==> src/bytrc_pkg.sv <==
// ----------------------------------------------------------------------------
// Byte recurrence checksum package
// Shared types and constants for the byte recurrence checksum block.
// ----------------------------------------------------------------------------
package bytrc_pkg;

  localparam logic [7:0]  ALPHA_STEP   = 8'd17;
  localparam logic [7:0]  BETA_STEP    = 8'd31;
  localparam logic [15:0] FOLD_MOD     = 16'hFFFF;
  localparam logic [7:0]  FIRST_OFFSET = 8'd7;
  // A multiple of the modulus that lifts any negative difference above zero.
  localparam logic [24:0] FOLD_BIAS    = 25'(65535 * 256);

  typedef struct packed {
    logic       fire;
    logic [7:0] data_byte;
    logic       last_byte;
  } issue_t;

  typedef struct packed {
    logic        valid;
    logic [15:0] checksum;
  } result_t;

endpackage

==> src/bytrc_if.sv <==
// ----------------------------------------------------------------------------
// Byte recurrence checksum channels
// Valid/ready channels for message bytes and for checksum results.
// ----------------------------------------------------------------------------
interface bytrc_in_if;
  logic       valid;
  logic       ready;
  logic [7:0] data_byte;
  logic       last_byte;

  modport source (output valid, output data_byte, output last_byte, input ready);
  modport sink   (input valid, input data_byte, input last_byte, output ready);
endinterface

interface bytrc_out_if;
  logic        valid;
  logic        ready;
  logic [15:0] checksum;

  modport source (output valid, output checksum, input ready);
  modport sink   (input valid, input checksum, output ready);
endinterface

==> src/bytrc_in_stage.sv <==
// ----------------------------------------------------------------------------
// Byte recurrence checksum input stage
// Registers one incoming word and releases it to the core when it can go.
// ----------------------------------------------------------------------------
module bytrc_in_stage (
  input  logic            clk,
  input  logic            rst_n,
  bytrc_in_if.sink        in_ch,
  input  logic            out_free,
  output bytrc_pkg::issue_t issue
);
  import bytrc_pkg::*;

  logic       stage_valid_r;
  logic [7:0] data_r;
  logic       last_r;
  logic       fire;
  logic       in_ready;

  assign fire     = stage_valid_r && (!last_r || out_free);
  assign in_ready = !stage_valid_r || fire;
  assign in_ch.ready = in_ready;

  always_ff @(posedge clk) begin
    if (!rst_n) begin
      stage_valid_r <= 1'b0;
    end else if (in_ready) begin
      stage_valid_r <= in_ch.valid;
    end
  end

  always_ff @(posedge clk) begin
    if (in_ready && in_ch.valid) begin
      data_r <= in_ch.data_byte;
      last_r <= in_ch.last_byte;
    end
  end

  always_comb begin
    issue.fire      = fire;
    issue.data_byte = data_r;
    issue.last_byte = last_r;
  end

  a_accept_fills: assert property (@(posedge clk) disable iff (!rst_n)
    in_ch.valid && in_ch.ready |=> stage_valid_r)
    else $error("accepted word did not reach the input stage");

endmodule

==> src/bytrc_core.sv <==
// ----------------------------------------------------------------------------
// Byte recurrence checksum core
// Holds the recurrence state and folds one issued byte per cycle modulo 65535.
// ----------------------------------------------------------------------------
module bytrc_core (
  input  logic               clk,
  input  logic               rst_n,
  input  bytrc_pkg::issue_t  issue,
  output bytrc_pkg::result_t res
);
  import bytrc_pkg::*;

  logic [15:0] prev_r, prev_nxt;
  logic [15:0] curr_r, curr_nxt;
  logic [7:0]  idx_r, idx_nxt;
  logic        at_start_r, at_start_nxt;

  logic [12:0] alpha_prod;
  logic [12:0] beta_prod;
  logic [8:0]  mult_a;
  logic [24:0] plus;
  logic [24:0] minus;
  logic [25:0] diff;
  logic [24:0] lifted;
  logic [16:0] sum1;
  logic [15:0] sum2;
  logic [15:0] folded;
  logic [15:0] term;

  always_comb begin
    alpha_prod = 13'(idx_r) * 13'(ALPHA_STEP);
    beta_prod  = 13'(idx_r) * 13'(BETA_STEP);
    mult_a     = 9'(issue.data_byte) + 9'(alpha_prod[7:0]);
    plus       = 25'(mult_a) * 25'(curr_r);
    minus      = 25'(beta_prod[7:0]) * 25'(prev_r);
    diff       = {1'b0, plus} - {1'b0, minus};
    // A negative difference folds as (1 + difference) modulo 65535.
    if (diff[25]) begin
      lifted = 25'(diff + 26'd1 + 26'(FOLD_BIAS));
    end else begin
      lifted = diff[24:0];
    end
    sum1   = 17'(lifted[15:0]) + 17'(lifted[24:16]);
    sum2   = sum1[15:0] + 16'(sum1[16]);
    folded = (sum2 == FOLD_MOD) ? 16'd0 : sum2;
    term   = at_start_r ? (16'(issue.data_byte) + 16'(FIRST_OFFSET)) : folded;
  end

  always_comb begin
    prev_nxt     = prev_r;
    curr_nxt     = curr_r;
    idx_nxt      = idx_r;
    at_start_nxt = at_start_r;
    if (issue.fire) begin
      if (issue.last_byte) begin
        prev_nxt     = 16'd1;
        curr_nxt     = 16'd0;
        idx_nxt      = 8'd0;
        at_start_nxt = 1'b1;
      end else begin
        prev_nxt     = at_start_r ? 16'd1 : curr_r;
        curr_nxt     = term;
        idx_nxt      = idx_r + 8'd1;
        at_start_nxt = 1'b0;
      end
    end
  end

  always_ff @(posedge clk) begin
    if (!rst_n) begin
      prev_r     <= 16'd1;
      curr_r     <= 16'd0;
      idx_r      <= 8'd0;
      at_start_r <= 1'b1;
    end else begin
      prev_r     <= prev_nxt;
      curr_r     <= curr_nxt;
      idx_r      <= idx_nxt;
      at_start_r <= at_start_nxt;
    end
  end

  always_comb begin
    res.valid    = issue.fire && issue.last_byte;
    res.checksum = term;
  end

  a_restart: assert property (@(posedge clk) disable iff (!rst_n)
    issue.fire && issue.last_byte |=> at_start_r && idx_r == 8'd0)
    else $error("core did not restart after the last word");

  a_term_range: assert property (@(posedge clk) disable iff (!rst_n)
    issue.fire && !at_start_r |-> term != FOLD_MOD)
    else $error("folded term out of range");

endmodule

==> src/bytrc_out_stage.sv <==
// ----------------------------------------------------------------------------
// Byte recurrence checksum output stage
// Result register that holds a checksum until the consumer takes it.
// ----------------------------------------------------------------------------
module bytrc_out_stage (
  input  logic               clk,
  input  logic               rst_n,
  input  bytrc_pkg::result_t res,
  output logic               out_free,
  bytrc_out_if.source        out_ch
);
  import bytrc_pkg::*;

  logic        out_valid_r;
  logic [15:0] checksum_r;

  assign out_free        = !out_valid_r || out_ch.ready;
  assign out_ch.valid    = out_valid_r;
  assign out_ch.checksum = checksum_r;

  always_ff @(posedge clk) begin
    if (!rst_n) begin
      out_valid_r <= 1'b0;
    end else if (res.valid) begin
      out_valid_r <= 1'b1;
    end else if (out_ch.ready) begin
      out_valid_r <= 1'b0;
    end
  end

  always_ff @(posedge clk) begin
    if (res.valid) begin
      checksum_r <= res.checksum;
    end
  end

  a_no_overwrite: assert property (@(posedge clk) disable iff (!rst_n)
    res.valid |-> out_free)
    else $error("result written over an untaken checksum");

endmodule

==> src/byte_recurrence_checksum_top.sv <==
// ----------------------------------------------------------------------------
// Byte recurrence checksum top level
// Streams message bytes through a second-order recurrence modulo 65535.
// ----------------------------------------------------------------------------
// The block takes one byte word per cycle and keeps that rate indefinitely as
// long as the result side does not stall; each byte is held in the input
// register, and for a byte not marked last the recurrence state takes the
// folded term at the clock edge at which that byte leaves the register.
// The rate is set by the state update loop, a combinational path through
// two parallel multipliers and a modulo-65535 end-around fold.
// A checksum word appears on the output at the clock edge at which the last
// byte of a message leaves the input register, and the block starts a new
// message with the following byte.
// A pending checksum directly holds back only a byte marked last.
module byte_recurrence_checksum_top (
  input  logic         clk,
  input  logic         rst_n,
  bytrc_in_if.sink     in_ch,
  bytrc_out_if.source  out_ch
);
  import bytrc_pkg::*;

  issue_t  issue;
  result_t res;
  logic    out_free;

  bytrc_in_stage u_in_stage (
    .clk      (clk),
    .rst_n    (rst_n),
    .in_ch    (in_ch),
    .out_free (out_free),
    .issue    (issue)
  );

  bytrc_core u_core (
    .clk   (clk),
    .rst_n (rst_n),
    .issue (issue),
    .res   (res)
  );

  bytrc_out_stage u_out_stage (
    .clk      (clk),
    .rst_n    (rst_n),
    .res      (res),
    .out_free (out_free),
    .out_ch   (out_ch)
  );

endmodule
==> src/flat_wrapper.sv <==
// flat-port wrapper written by rule: the top's interface ports become plain ports
module byte_recurrence_checksum_top_flat import bytrc_pkg::*;
  (clk, rst_n, in_ch_valid, in_ch_data_byte, in_ch_last_byte, in_ch_ready, out_ch_valid, out_ch_checksum, out_ch_ready);
  bytrc_in_if in_ch_i ();
  bytrc_out_if out_ch_i ();
  input  logic clk;
  input  logic rst_n;
  input wire logic [$bits(in_ch_i.valid)-1:0] in_ch_valid;
  input wire logic [$bits(in_ch_i.data_byte)-1:0] in_ch_data_byte;
  input wire logic [$bits(in_ch_i.last_byte)-1:0] in_ch_last_byte;
  output wire logic [$bits(in_ch_i.ready)-1:0] in_ch_ready;
  output wire logic [$bits(out_ch_i.valid)-1:0] out_ch_valid;
  output wire logic [$bits(out_ch_i.checksum)-1:0] out_ch_checksum;
  input wire logic [$bits(out_ch_i.ready)-1:0] out_ch_ready;
  assign in_ch_i.valid = in_ch_valid;
  assign in_ch_i.data_byte = in_ch_data_byte;
  assign in_ch_i.last_byte = in_ch_last_byte;
  assign in_ch_ready = in_ch_i.ready;
  assign out_ch_valid = out_ch_i.valid;
  assign out_ch_checksum = out_ch_i.checksum;
  assign out_ch_i.ready = out_ch_ready;
  byte_recurrence_checksum_top u_core (.clk(clk), .rst_n(rst_n), .in_ch(in_ch_i), .out_ch(out_ch_i));
endmodule
==> config.mk <==
export PLATFORM = sky130hd
export DESIGN_NAME = byte_recurrence_checksum_top_flat
export DESIGN_NICKNAME = d
export VERILOG_FILES = /design/src/bytrc_pkg.sv /design/src/bytrc_if.sv /design/src/bytrc_in_stage.sv /design/src/bytrc_core.sv /design/src/bytrc_out_stage.sv /design/src/byte_recurrence_checksum_top.sv /design/src/flat_wrapper.sv
export SDC_FILE = /design/constraint.sdc
export NUM_CORES = 1
export LEC_CHECK = 0
export ABC_CLOCK_PERIOD_IN_PS = 14900
export CAP_MARGIN = 20
export CELL_PAD_IN_SITES_DETAIL_PLACEMENT = 1
export CELL_PAD_IN_SITES_GLOBAL_PLACEMENT = 1
export CORE_ASPECT_RATIO = 0.6
export CORE_MARGIN = 10
export CORE_UTILIZATION = 50
export CTS_CLUSTER_SIZE = 10
export DETAILED_ROUTE_END_ITERATION = 6
export DONT_BUFFER_PORTS = 1
export PLACE_DENSITY_LB_ADDON = 0.25
export SLEW_MARGIN = 20
export SYNTH_ARGS = -nofsm -noshare
export SYNTH_HDL_FRONTEND = slang
export SYNTH_SLANG_ARGS = --single-unit
==> constraint.sdc <==
create_clock -name clk -period 14.9 [get_ports clk]
set_clock_uncertainty 0.2 [all_clocks]
set_input_delay 0.745 -clock clk [delete_from_list [all_inputs] [get_ports clk]]
set_output_delay 0.745 -clock clk [all_outputs]
set_load 0.02 [all_outputs]
Yosys cells after proc, flatten, opt, wreduce, memory -nomap -nowiden. Cells that the tools add are included.

Memories: 0. Register bits: 68. RAM bits: 0. Logic and storage cells: 42. Output and inout port bits: 18. Bits in latches: 0. Memory bits (read-only): 0.

Reductions and logical operators: 10. Equality and inequality tests: 1. Magnitude comparators: 0. Mux-type cells: 10. Divide/modulo/power cells: 0. Shift-type cells: 0. Bitwise operators: 0. $mul: 4. $add $sub $neg: 8.

Operator list (count): $mux W16 (5); $sub A25 B24 Y26 (1); $add A25 B1 Y25 const B (1); $add A25 B24 Y25 const B (1); $mul A9 B16 Y25 (1); $mux W25 (1); $mul A8 B16 Y24 (1); $add A16 B9 Y17 (1); $add A16 B1 Y16 (1); $eq A16 B16 Y1 const B (1); $mul A8 B5 Y8 const B (2); $add A8 B3 Y9 const B (1); $add A8 B8 Y9 (1); $add A8 B1 Y8 const B (1); $mux W8 (1); $logic_and A1 B1 Y1 (3); $logic_not A1 Y1 (3); $logic_or A1 B1 Y1 (3); $mux W1 (3); $reduce_bool A2 Y1 (1).

Logic depth before layout (Yosys ltp). Gate-level depths: netlist (run 1).

Word-level depth: 13. Depth in mapped cells: 56.

Hierarchy. A second synthesis (run 1) with hierarchy kept.

Cells, all modules: 1655. Area total of the unflattened synthesis: 14533.9 um^2.

Modules (own cells, without submodules): bytrc_core (area each 13644.3 um^2, times used 1, seq. area each 820.8 um^2, cells each 1617); bytrc_out_stage (area each 529.3 um^2, times used 1, seq. area each 500.5 um^2, cells each 20); bytrc_in_stage (area each 360.3 um^2, times used 1, seq. area each 290.3 um^2, cells each 18).

Least setup slack after synthesis (run 1). OpenSTA, ideal clock, no wires.

Path type: register -> register. From: register u_core.u_core.idx_r[1]. To: register u_core.u_out_stage.checksum_r[6], in the netlist u_core.u_out_stage.out_ch.checksum[6], data pin. Arrival time: 13167 ps. Required time: 14425 ps. Slack: 1259 ps. Stages on the path, launching flop included: 52. Cells stage by stage: dfxtp_1 -> fa_1 -> inv_1 -> fa_1 -> fa_1 -> inv_1 -> ha_1 -> a21oi_1 -> o21bai_1 -> a21oi_1 -> xnor2_1 -> clkbuf_1 -> nand2_1 -> fa_1 -> inv_1 -> fa_1 -> fa_1 -> fa_1 -> [16 not listed] -> or3_1 -> o31a_1 -> a21o_1 -> o211ai_1 -> nor3b_1 -> ha_1 -> ha_1 -> and2_1 -> and2_1 -> nand3_1 -> nor2_1 -> or4b_1 -> and3_1 -> nor4_1 -> nand4_1 -> nor4b_4 -> buf_2 -> a211oi_1.

RTL lines: start, declared (line bytrc_core.sv:15) `logic [7:0] idx_r, idx_nxt;`; start signal, assigned (line bytrc_core.sv:78) `idx_r <= idx_nxt;`; end signal, assigned (line bytrc_out_stage.sv:33) `checksum_r <= res.checksum;`; end, declared (line bytrc_out_stage.sv:15) `logic [15:0] checksum_r;`.

==> flow_summary.json, run 1 <==
{
  "ff_latch_area_mm2": 0.001615,
  "max-slew-margin-rel_pct": 33.25,
  "path_common_cell": "fa_1",
  "syn_to_final_growth_pct": 7.050,
  "avgSynthCellArea_um2": 8.685,
  "synthTopCellsByCount": "inv_1 (293), fa_1 (238), nand2_1 (218), and2_1 (121), ha_1 (117)",
  "end_kind": "flop",
  "setup_viol": 0,
  "antenna_found_initial": 2,
  "synth.most_common_cell": "inv_1",
  "gp_congestion": 0.9791,
  "routed_via_density": 5.739,
  "initial_utilization_pct": 51.32,
  "place_ws_ns": -0.5838,
  "clock-sinks": 68,
  "vias": 11490,
  "first_global_vias": 12489,
  "yosysSeqAreaShare_pct": 11.27,
  "drv_slew": 0,
  "start_kind": "flop",
  "drt_iter0_drc": 779,
  "clk-insertion-delay-late_ns": 0.37,
  "nNetsFinal": 1998,
  "postCtsHoldBufs": 0,
  "multi_input_area_mm2": 0.01155,
  "period_needed_ns": 14.25,
  "max_stage_delay_ns": 0.58,
  "slowest_stage": "or4b_4",
  "grt_use_total_pct": 24.40,
  "async_flop_share_pct": 0,
  "cts_tree": "yes",
  "grt_max_degree": 27,
  "yosys_warnings": 0,
  "synth_top_area_cell": "fa_1",
  "hpwl_um": 35090,
  "place_inst": 1978,
  "critPathKind": "reg2reg",
  "syn-cell-area_mm2": 0.01430,
  "ys_types": 85,
  "syn-num-nets": 2015,
  "cts-htree-levels": 3,
  "fin_crit_sh_pct": 95.65,
  "final.fill_count": 3309,
  "ys.flop_type": "dfxtp_1",
  "pin_count": 31,
  "cts_root_buf": "clkbuf_16",
  "wirelength_um": 42960,
  "hold_class": "in2reg",
  "die_x_um": 238.4,
  "dr.pass1.iters": 7,
  "grt_pass1_wl_um": 67850,
  "synth-edff-count": 25,
  "setup_slack_ns": 0.6475,
  "die_height_um": 151.0,
  "synth_top_cell_area_share_pct": 33.31,
  "ant_nets": 0,
  "required_ns": 14.81,
  "path_clk_slew_ns": 0.06,
  "worstPathArrival_ns": 14.16,
  "synth_cells": 1647,
  "numCtsBuffers": 9,
  "fp.dieArea_mm2": 0.03600,
  "status": "finished, final reports clean",
  "drive_gt1_share_pct": 5.872,
  "instances_no_fill": 2002,
  "wl_per_cell_um": 21.46,
  "cts_buffer_depth": 2,
  "place_area_mm2": 0.01473,
  "ys_ff_latch": 68,
  "drc": 0,
  "core_region_area_mm2": 0.02787,
  "hold_viol_final": 0,
  "max_freq_mhz": 70.16,
  "worstMarginPinSlew_ns": 1.000,
  "worstPathMaxFanout": 16,
  "design_area_mm2": 0.01531,
  "overflow": 0,
  "drv_cap": 0,
  "row_count": 47,
  "utilization_pct": 54.93,
  "diodes": 0,
  "synth_area_leaders": "fa_1 (33%), ha_1 (10%), inv_1 (7.7%)",
  "port_buffers": 0
}
cells in the final DEF, fill, tap and decap left out, types with 31 or more instances in the layout:
master and count:
inv_1 293, fa_1 238, nand2_1 217, and2_1 121, ha_1 115, nor2_1 67
a21oi_1 62, xnor2_1 48, dfxtp_1 42, buf_4 33, o21ai_0 31
metrics by stage:
step	hold slack, ns	TNS (ns)
final	0.2721	0
after global routing	0.2598	-0.02472
after CTS	0.2535	0
after detailed placement	0.3835	-13.80
after global placement	0.3625	0
after floorplan	0.2467	0
flip-flops by register name, indices dropped and copies added (netlist names):
name	count
u_core.u_core.curr_r	16
u_core.u_core.prev_r	16
u_core.u_out_stage.out_ch.checksum	16
u_core.u_core.idx_r	8
u_core.u_in_stage.data_r	8
u_core.u_core.at_start_r	1
u_core.u_in_stage.last_r	1
u_core.u_in_stage.stage_valid_r	1
u_core.u_out_stage.out_ch.valid	1
layout make-up:
type / count / area share [%]
clock buffers: 9 / 1.471
well taps: 367 / 2.999
flip-flops and latches: 68 / 10.55
multi-input cells: 1222 / 75.46
repair buffers: 35 / 1.822
inverters: 294 / 7.207
clock inverters: 7 / 0.4903
path summary, 6_finish.rpt:
kind                                  from                                    end  slack (ns)  cells after the start
setup / recovery    u_core.u_core.idx_r[2]  u_core.u_out_stage.out_ch.checksum[8]        0.65                     51
hold / removal                       rst_n                u_core.u_core.prev_r[0]        0.27                      1
setup reg to reg    u_core.u_core.idx_r[2]  u_core.u_out_stage.out_ch.checksum[8]        0.65                     51
hold reg to reg   u_core.u_core.prev_r[15]               u_core.u_core.prev_r[15]        0.39                      2
metal layers:
layer | up-vias | wire length, um | global-route usage [%]
li1 | 5186 | - | -
met5 | - | 0 | 0
met4 | 0 | 831 | 6.603
met2 | 329 | 19180 | 38.32
met3 | 63 | 3673 | 6.641
met1 | 5912 | 19280 | 32.73
worst max-delay path: cells and delay by family (launching register included):
family	cells	cell delay [ns]
compound gates	12	2.48
buf+inv	11	1.32
simple gates	11	2.68
flops	1	0.43
fa+ha+maj	14	6.16
xor+xnor	3	0.73
cells by family after synthesis:
group                      share of synthesized area [%]
AOI/OAI and AO/OA                                  10.39
xor gates and xnor gates                           5.004
adders and majority gates                          43.54
buffers and inverters                              9.604
DFF                                                11.27
muxes                                             0.2799
and+or+nand+nor                                    19.91
repair_timing:
item,CTS,global route
gates cloned,0,1
endpoints found under the setup margin,32,32
buffers inserted,3,4
pin swaps,2,4
gates resized for setup,4,32
endpoints found under the hold margin,0,0
Power of run 1 is left out: the tool's default activity adds up to more than one toggle a clock period on the data nets, which glitch-free logic cannot reach.
==> run 2, diff against run 1 <==
--- a/config.mk
+++ b/config.mk
@@ -15,7 +15,9 @@
 export CTS_CLUSTER_SIZE = 10
 export DETAILED_ROUTE_END_ITERATION = 6
 export DONT_BUFFER_PORTS = 1
+export GPL_TIMING_DRIVEN = 0
 export PLACE_DENSITY_LB_ADDON = 0.25
+export SKIP_CTS_REPAIR_TIMING = 1
 export SLEW_MARGIN = 20
 export SYNTH_ARGS = -nofsm -noshare
 export SYNTH_HDL_FRONTEND = slang
==> run 2 against run 1 <==
Compared with the run above:
- final area increased by 1.7%
- first-iteration DRC count decreased by 2.2%
- non-clock buffer count increased by 45
- die area unchanged
- worst hold slack improved by 0.0026 ns
- cell count increased by 2.3%
- routed wire length increased by 5.4%
- critical path type unchanged
==> flow_summary.json, run 2 (synthesized netlist as in run 1, its figures left out) <==
{
  "status": "finished, final reports clean",
  "design_area_mm2": 0.01557,
  "max_stage_delay_ns": 0.58,
  "grt_max_degree": 19,
  "drc": 0,
  "cts_root_buf": "clkbuf_16",
  "cts_buffer_depth": 2,
  "max-slew-margin-rel_pct": 22.73,
  "utilization_pct": 55.85,
  "ant_nets": 0,
  "critPathBufInv": 10,
  "critPathTopFamily": "adder cells",
  "fp.dieArea_mm2": 0.03600,
  "wl_per_cell_um": 22.12,
  "final.fill_count": 3284,
  "antenna_found_initial": 1,
  "place_area_mm2": 0.01476,
  "drive_gt1_share_pct": 7.564,
  "start_kind": "flop",
  "port_buffers": 0,
  "required_ns": 14.76,
  "pin_count": 31,
  "drv_slew": 0,
  "initial_utilization_pct": 51.32,
  "drv_cap": 0,
  "clock-sinks": 68,
  "numCtsBuffers": 9,
  "clk-insertion-delay-late_ns": 0.34,
  "period_needed_ns": 14.43,
  "critPathKind": "reg2reg",
  "hpwl_um": 37790,
  "grt_pass1_wl_um": 70970,
  "syn_to_final_growth_pct": 8.844,
  "final_common_cell": "inv_1",
  "cts-htree-levels": 3,
  "row_count": 47,
  "grt_use_total_pct": 25.44,
  "slowest_stage": "fa_1",
  "multi_input_area_mm2": 0.01167,
  "overflow": 0,
  "path_clk_slew_ns": 0.06,
  "dr.pass1.iters": 5,
  "cts_tree": "yes",
  "core_region_area_mm2": 0.02787,
  "worstMarginPinSlew_ns": 1.151,
  "routed_via_density": 5.747,
  "ff_latch_area_mm2": 0.001622,
  "wirelength_um": 45300,
  "worstPathMaxFanout": 10,
  "rsz0062_at_grt": "true",
  "hold_class": "reg2reg",
  "die_x_um": 238.4,
  "gp_congestion": 0.9625,
  "timing.hold.ws_ns": 0.2747,
  "final_cell_mix": "inv_1 (293), fa_1 (236), nand2_1 (215), and2_1 (119), ha_1 (113)",
  "worstPathArrival_ns": 14.29,
  "end_kind": "flop",
  "fin_crit_sh_pct": 96.85,
  "drt_iter0_drc": 762,
  "first_global_vias": 12869,
  "max_freq_mhz": 69.29,
  "setup_viol": 0,
  "die_height_um": 151.0,
  "vias": 11769,
  "path_common_cell": "fa_1",
  "instances_no_fill": 2048,
  "hold_viol_final": 0,
  "place_inst": 2014,
  "nNetsFinal": 2042
}
[run 2: cell types whose count changed in the layout (fill, tap and decap cells not counted), moves of 3 or more]
cell / delta
xnor2_4: -4
buf_6: +4
buf_2: +5
xnor2_1: -3
nor4_2: +3
nor3_1: -3
nor4_1: -4
buf_4: -15
dfxtp_1: -3
xnor2_2: +6
clkbuf_1: +48
[run 2: cell type report]
cell class                      instances  area share, %
Antenna cell                            2        0.03215
Timing Repair Buffer                   18         0.8519
Tap cell                              367          2.949
Clock inverter                          6         0.3054
Inverter                              294          7.088
Buffer                                 62          1.856
Clock buffer                           10          1.535
Multi-Input combinational cell       1221          74.97
Sequential cell                        68          10.42
[run 2: per-layer routing]
layer	wire, um	vias to the layer above	global-route usage [%]	share of wire [%]
met5	0	-	0	0
met4	870	0	6.156	1.9
met1	20180	6074	34.08	45
li1	-	5278	-	-
met2	20450	352	40.50	45
met3	3804	65	6.696	8.4
[run 2: worst register-to-register path, delay by kind of cell, from the launching register on]
kind | cells | cell delay [ns]
compound gates | 9 | 2.20
simple gates | 17 | 3.88
buf+inv | 10 | 1.18
xor+xnor | 2 | 0.42
fa+ha+maj | 14 | 5.85
flops | 1 | 0.41
[run 2: worst paths after layout]
check | slack (ns) | to | depth (start not counted) | startpoint
worst max-delay path | 0.47 | u_core.u_out_stage.out_ch.checksum[8] | 52 | u_core.u_core.idx_r[3]
worst min-delay path | 0.27 | u_core.u_core.prev_r[3] | 2 | u_core.u_core.curr_r[3]
worst max register to register | 0.47 | u_core.u_out_stage.out_ch.checksum[8] | 52 | u_core.u_core.idx_r[3]
worst min register to register | 0.27 | u_core.u_core.prev_r[3] | 2 | u_core.u_core.curr_r[3]
[run 2: stage by stage]
step | worst slack [ns] | setup TNS [ns]
floorplan | 1.259 | 0
global placement | -1.143 | -31.15
detailed placement | -1.551 | -44.40
CTS | -1.695 | -47.33
global route | -0.1445 | -1.263
finish | 0.4686 | 0
Power of run 2 is left out for the same reason.
